--- src/hdl/rpt_pkg.sv ---
`timescale 1ns / 1ps
package rpt_pkg;

    localparam int CORDIC_STEPS   = 16;
    localparam int COEF_FRAC_BITS = 14;
    localparam int QI_FRAC        = 30;
    localparam int ATAN_COUNT     = 24;
    localparam int CW             = 34;
    localparam int ZW             = 34;
    localparam int NSTEP          = (CORDIC_STEPS < ATAN_COUNT) ? CORDIC_STEPS : ATAN_COUNT;
    localparam int ESHIFT         = QI_FRAC - COEF_FRAC_BITS;
    localparam int LIM_RAW        = 1 << COEF_FRAC_BITS;
    localparam int LIM            = (LIM_RAW > 32767) ? 32767 : LIM_RAW;

    localparam logic signed [ZW-1:0] PI_Q30      = 34'sd3373259426;
    localparam logic signed [ZW-1:0] HALF_PI_Q30 = 34'sd1686629713;
    localparam logic signed [CW-1:0] CORDIC_GAIN = 34'sh26DD3B6A;

    typedef logic signed [CW-1:0] t_q;

    // atan(2^-i) in Q2.30, truncated
    function automatic logic signed [ZW-1:0] atan_q30(input int i);
        logic [31:0] v;
        unique case (i)
            0: v = 32'h3243F6A8;   1: v = 32'h1DAC6705;
            2: v = 32'h0FADBAFC;   3: v = 32'h07F56EA6;
            4: v = 32'h03FEAB76;   5: v = 32'h01FFD55B;
            6: v = 32'h00FFFAAA;   7: v = 32'h007FFF55;
            8: v = 32'h003FFFEA;   9: v = 32'h001FFFFD;
            10: v = 32'h000FFFFF;  11: v = 32'h0007FFFF;
            12: v = 32'h0003FFFF;  13: v = 32'h0001FFFF;
            14: v = 32'h0000FFFF;  15: v = 32'h00007FFF;
            16: v = 32'h00003FFF;  17: v = 32'h00001FFF;
            18: v = 32'h00000FFF;  19: v = 32'h000007FF;
            20: v = 32'h000003FF;  21: v = 32'h000001FF;
            22: v = 32'h000000FF;  23: v = 32'h0000007F;
            default: v = 32'h0;
        endcase
        return ZW'($signed({1'b0, v}));
    endfunction

    // q4.30 product, rounded half up
    function automatic t_q qmul(input t_q a, input t_q b);
        logic signed [2*CW-1:0] p;
        p = a * b + (68'sd1 <<< (QI_FRAC - 1));
        return CW'(p >>> QI_FRAC);
    endfunction

    // round to entry width and clamp
    function automatic logic signed [15:0] to_entry(input logic signed [CW:0] v);
        logic signed [CW:0] r;
        r = (v + ((CW+1)'(1) <<< (ESHIFT - 1))) >>> ESHIFT;
        if (r > (CW+1)'(LIM)) r = (CW+1)'(LIM);
        if (r < -(CW+1)'(LIM)) r = -(CW+1)'(LIM);
        return r[15:0];
    endfunction

endpackage

--- src/hdl/rpt_cordic.sv ---
`timescale 1ns / 1ps
module rpt_cordic import rpt_pkg::*; (
    input  logic                i_clk,
    input  logic                i_en,
    input  logic signed [15:0]  i_angle,
    output t_q                  o_sin,
    output t_q                  o_cos
);
    // one iteration per stage, advancing on i_en
    logic signed [ZW-1:0] z0;
    logic                 f0;
    t_q                   r_x [NSTEP+1];
    t_q                   r_y [NSTEP+1];
    logic signed [ZW-1:0] r_z [NSTEP+1];
    logic                 r_f [NSTEP+1];

    always_comb begin
        z0 = ZW'(i_angle) <<< 17;
        f0 = 1'b0;
        if (z0 > HALF_PI_Q30) begin
            z0 = z0 - PI_Q30; f0 = 1'b1;
        end else if (z0 < -HALF_PI_Q30) begin
            z0 = z0 + PI_Q30; f0 = 1'b1;
        end
    end

    always_ff @(posedge i_clk) begin
        if (i_en) begin
            r_x[0] <= CORDIC_GAIN;
            r_y[0] <= '0;
            r_z[0] <= z0;
            r_f[0] <= f0;
        end
    end

    for (genvar i = 0; i < NSTEP; i++) begin : g_it
        always_ff @(posedge i_clk) begin
            if (i_en) begin
                r_f[i+1] <= r_f[i];
                if (!r_z[i][ZW-1]) begin
                    r_x[i+1] <= r_x[i] - (r_y[i] >>> i);
                    r_y[i+1] <= r_y[i] + (r_x[i] >>> i);
                    r_z[i+1] <= r_z[i] - atan_q30(i);
                end else begin
                    r_x[i+1] <= r_x[i] + (r_y[i] >>> i);
                    r_y[i+1] <= r_y[i] - (r_x[i] >>> i);
                    r_z[i+1] <= r_z[i] + atan_q30(i);
                end
            end
        end
    end

    assign o_cos = r_f[NSTEP] ? -r_x[NSTEP] : r_x[NSTEP];
    assign o_sin = r_f[NSTEP] ? -r_y[NSTEP] : r_y[NSTEP];
endmodule

--- config.mk ---
export PLATFORM = sky130hd
export DESIGN_NAME = rpt_cordic
export DESIGN_NICKNAME = d
export VERILOG_FILES = /design/src/hdl/rpt_pkg.sv /design/src/hdl/rpt_cordic.sv
export SDC_FILE = /design/constraint.sdc
export NUM_CORES = 2
export LEC_CHECK = 0
export BUFFER_PORTS_ARGS = -buffer_cell sky130_fd_sc_hd__buf_2
export CAP_MARGIN = 10
export CORE_UTILIZATION = 45
export DETAILED_ROUTE_END_ITERATION = 8
export MAX_ROUTING_LAYER = met4
export PLACE_DENSITY = 0.71
export SKIP_CTS_REPAIR_TIMING = 1
export SLEW_MARGIN = 20
export SYNTH_ARGS = -nofsm -noshare
export SYNTH_HDL_FRONTEND = slang
export SYNTH_SLANG_ARGS = --single-unit
--- constraint.sdc ---
create_clock -name i_clk -period 16.95 [get_ports i_clk]
set_input_delay 2.5425 -clock i_clk [delete_from_list [all_inputs] [get_ports i_clk]]
set_output_delay 2.5425 -clock i_clk [all_outputs]
set_load 0.01 [all_outputs]
==> impl_metrics.yaml <==
setup_path:
  critPathArrivalTime_ns: 8.90
  cp_slowest_cell: "buf_4"
  reg2reg_depth: 17
  start_kind: "input port"
  critPathMaxFanout: 141
  required_ns: 17.55
  worstSetupEndpointType: "flip-flop"
  critPathMaxStageDelay_ns: 0.66
  cp_cell_sequence: "buf_12 -> buf_4 -> buf_12 -> nand2_1 -> buf_4 -> inv_2 -> buf_4 -> nor2_1 -> xor2_1 -> ha_1 -> a211oi_1 -> o21ai_0 -> a21oi_1 -> a221oi_1 -> a211oi_1 -> o21ai_0 -> a41oi_1 -> a21o_1 -> o21ai_0 -> a21oi_1 -> xnor2_1"
  critPathKind: "input port to flip-flop"
drt:
  ant_nets: 0
  routedWlPerCell_um: 17.6
  first_iter_violations: 6654
  route.vias.total: 97900
  drc_errors: 0
  viasPerCell: 5.69
  drt_first_pass_iters: 8
  drt-total-wl_mm: 302
finish:
  mostFrequentLayoutCell: "edfxtp_1"
  syn2layout_area_growth_pct: 8.33
  layout-drive-gt1-share_pct: 4.36
  layout_common_cells: "edfxtp_1, ha_1, a21oi_1"
  nets: 14800
placed_design:
  dp_hpwl_mm: 238
  gp_congestion: 0.951
  portBuffers: 85
worst_hold_path:
  holdPathStages: 0
  hp-class: "flip-flop to flip-flop"
timing:
  rsz0062_at_grt: "no"
  max_slew_margin_pct: 32.5
  drv_slew: 0
  timing.fmax_ghz: 0.121
  hold_viol: 0
  fin_crit_ns: 8.29
  min_period_over_period_pct: 48.9
  fin_worst_skew_ns: 0.0928
  tightestPinTransition_ns: 1.01
  setup_tns_ns: 0
  setup_violations: 0
grt:
  grt_overflow: 0
  use_met1_pct: 25.5
  grt_util_met3_pct: 2.04
  antenna_found_initial: 2
  grtUsageTotal_pct: 21.4
  grt_start_max_net_pins: 171
  grt_use_met2_pct: 37.4
  grt_pass1_vias: 93600
  grt-busiest-layer: "met2"
  grt_pass1_wl_mm: 488
synth:
  ys_seq_area_share_pct: 35.3
  synthesis.area_mm2: 0.127
  synth_top_cells_by_area: "edfxtp_1, ha_1, xnor2_1"
  netlist_instances: 13200
  postSynthAreaPerCell_um2: 9.60
  synth_top_cell_area_share_pct: 35.3
  async_reset_ff_share_pct: 0
  synth_top_cell_by_area: "edfxtp_1"
  ys_warn_count: 0
  dominantRegCellSynth: "edfxtp_1"
  synth_nets: 14700
  synth_edf_count: 1492
  synth.distinct_cells: 92
  ys_seq_elements: 1492
clock_tree:
  clock_sinks: 1492
  htree_num_levels: 4
  numCtsBuffers: 182
  clk_pin_slew_ns: 0.06
  root_buffer: "clkbuf_16"
  clkLatencyLatePin_ns: 0.89
  cts_tree: "yes"
  clockBufferDepth: 4
floorplanning:
  num_rows: 194
  dieWidth_um: 533
  pin_count: 86
  die_area_mm2: 0.284
  dieHeight_um: 533
  start_util_pct: 45.3
  core_area_mm2: 0.280
status:
  status: "complete, no violations"
run:
  maxCapViolCount: 0
cells in the mapped netlist, types with 102 or more instances:
master / number
nor2_1: 1031
nand3_1: 232
a21o_1: 745
xor2_1: 624
clkbuf_1: 177
o21bai_1: 159
nand2_1: 720
or3_1: 102
a211oi_1: 126
inv_1: 535
o21a_1: 231
nor2b_1: 173
o21ai_0: 725
xnor2_1: 1325
a21oi_1: 1362
a31oi_1: 118
o31ai_1: 133
nand2b_1: 226
edfxtp_1: 1492
and3_1: 111
nor3_1: 277
ha_1: 1428
path summary, 6_finish.rpt:
check	start	endpoint	slack, ns
setup / recovery	i_en	r_x[9][32]	8.66
hold / removal	r_f[0][1]	r_f[0][2]	0.42
setup reg to reg	r_z[3][33]	r_y[4][33]	10.89
hold reg to reg	r_f[0][1]	r_f[0][2]	0.42
flip-flops by register name, indices dropped and copies added (netlist names):
signal / flops
r_z: 481
r_y: 511
r_x: 484
r_f: 16
per-layer routing:
layer,vias to the layer above,wire length [um]
li1,49500,-
met1,45800,132000
met2,2080,149000
met3,592,11300
met4,0,10900
met5,-,0
through the flow:
step / worst slack [ns] / util [%] / std cells / hold slack (ns) / cell area [um^2]
after floorplan: 9.75 / - / 13200 / 0.400 / 127000
after global placement: 7.92 / 47.1 / 16900 / 0.403 / 132000
after detailed placement: 7.88 / 47.1 / 16900 / 0.406 / 132000
after CTS: 8.78 / 49.1 / 17200 / 0.418 / 138000
after global routing: 8.22 / 49.1 / 17200 / 0.423 / 138000
final: 8.66 / 49.1 / 17200 / 0.420 / 138000
critical path, delay by kind of cell:
kind                     cells  cell delay (ns)
XOR/XNOR                     2             0.26
adder cells (fa/ha/maj)      1             0.35
AO/OA/AOI/OAI               10             2.65
buffers and inverters        6             2.45
AND/OR/NAND/NOR              2             0.23
final cells by class:
| cell class | count | area (um^2) |
|---|---|---|
| Antenna cell | 4 | 10.0 |
| Clock buffer | 200 | 4660 |
| Clock inverter | 112 | 1110 |
| Fill cell | 25900 | 143000 |
| Inverter | 544 | 2040 |
| Multi-Input combinational cell | 11000 | 79400 |
| Sequential cell | 1492 | 44800 |
| Tap cell | 3724 | 4660 |
| Timing Repair Buffer | 145 | 941 |
cell families (layout without fill, tap and decap cells):
group | after synthesis | count (layout) | share of synthesized area, %
other | 0 | 4 | 0
multiplexers | 110 | 110 | 0.918
AO/OA/AOI/OAI | 4123 | 4123 | 20.7
adder cells (fa/ha/maj) | 1472 | 1472 | 14.8
AND/OR/NAND/NOR | 3327 | 3327 | 12.7
buffers and inverters | 760 | 1001 | 2.25
XOR/XNOR | 1950 | 1950 | 13.5
flip-flops | 1492 | 1492 | 35.3
Power is left out: the tool's default activity adds up to more than one toggle a clock period on the data nets, which glitch-free logic cannot reach.
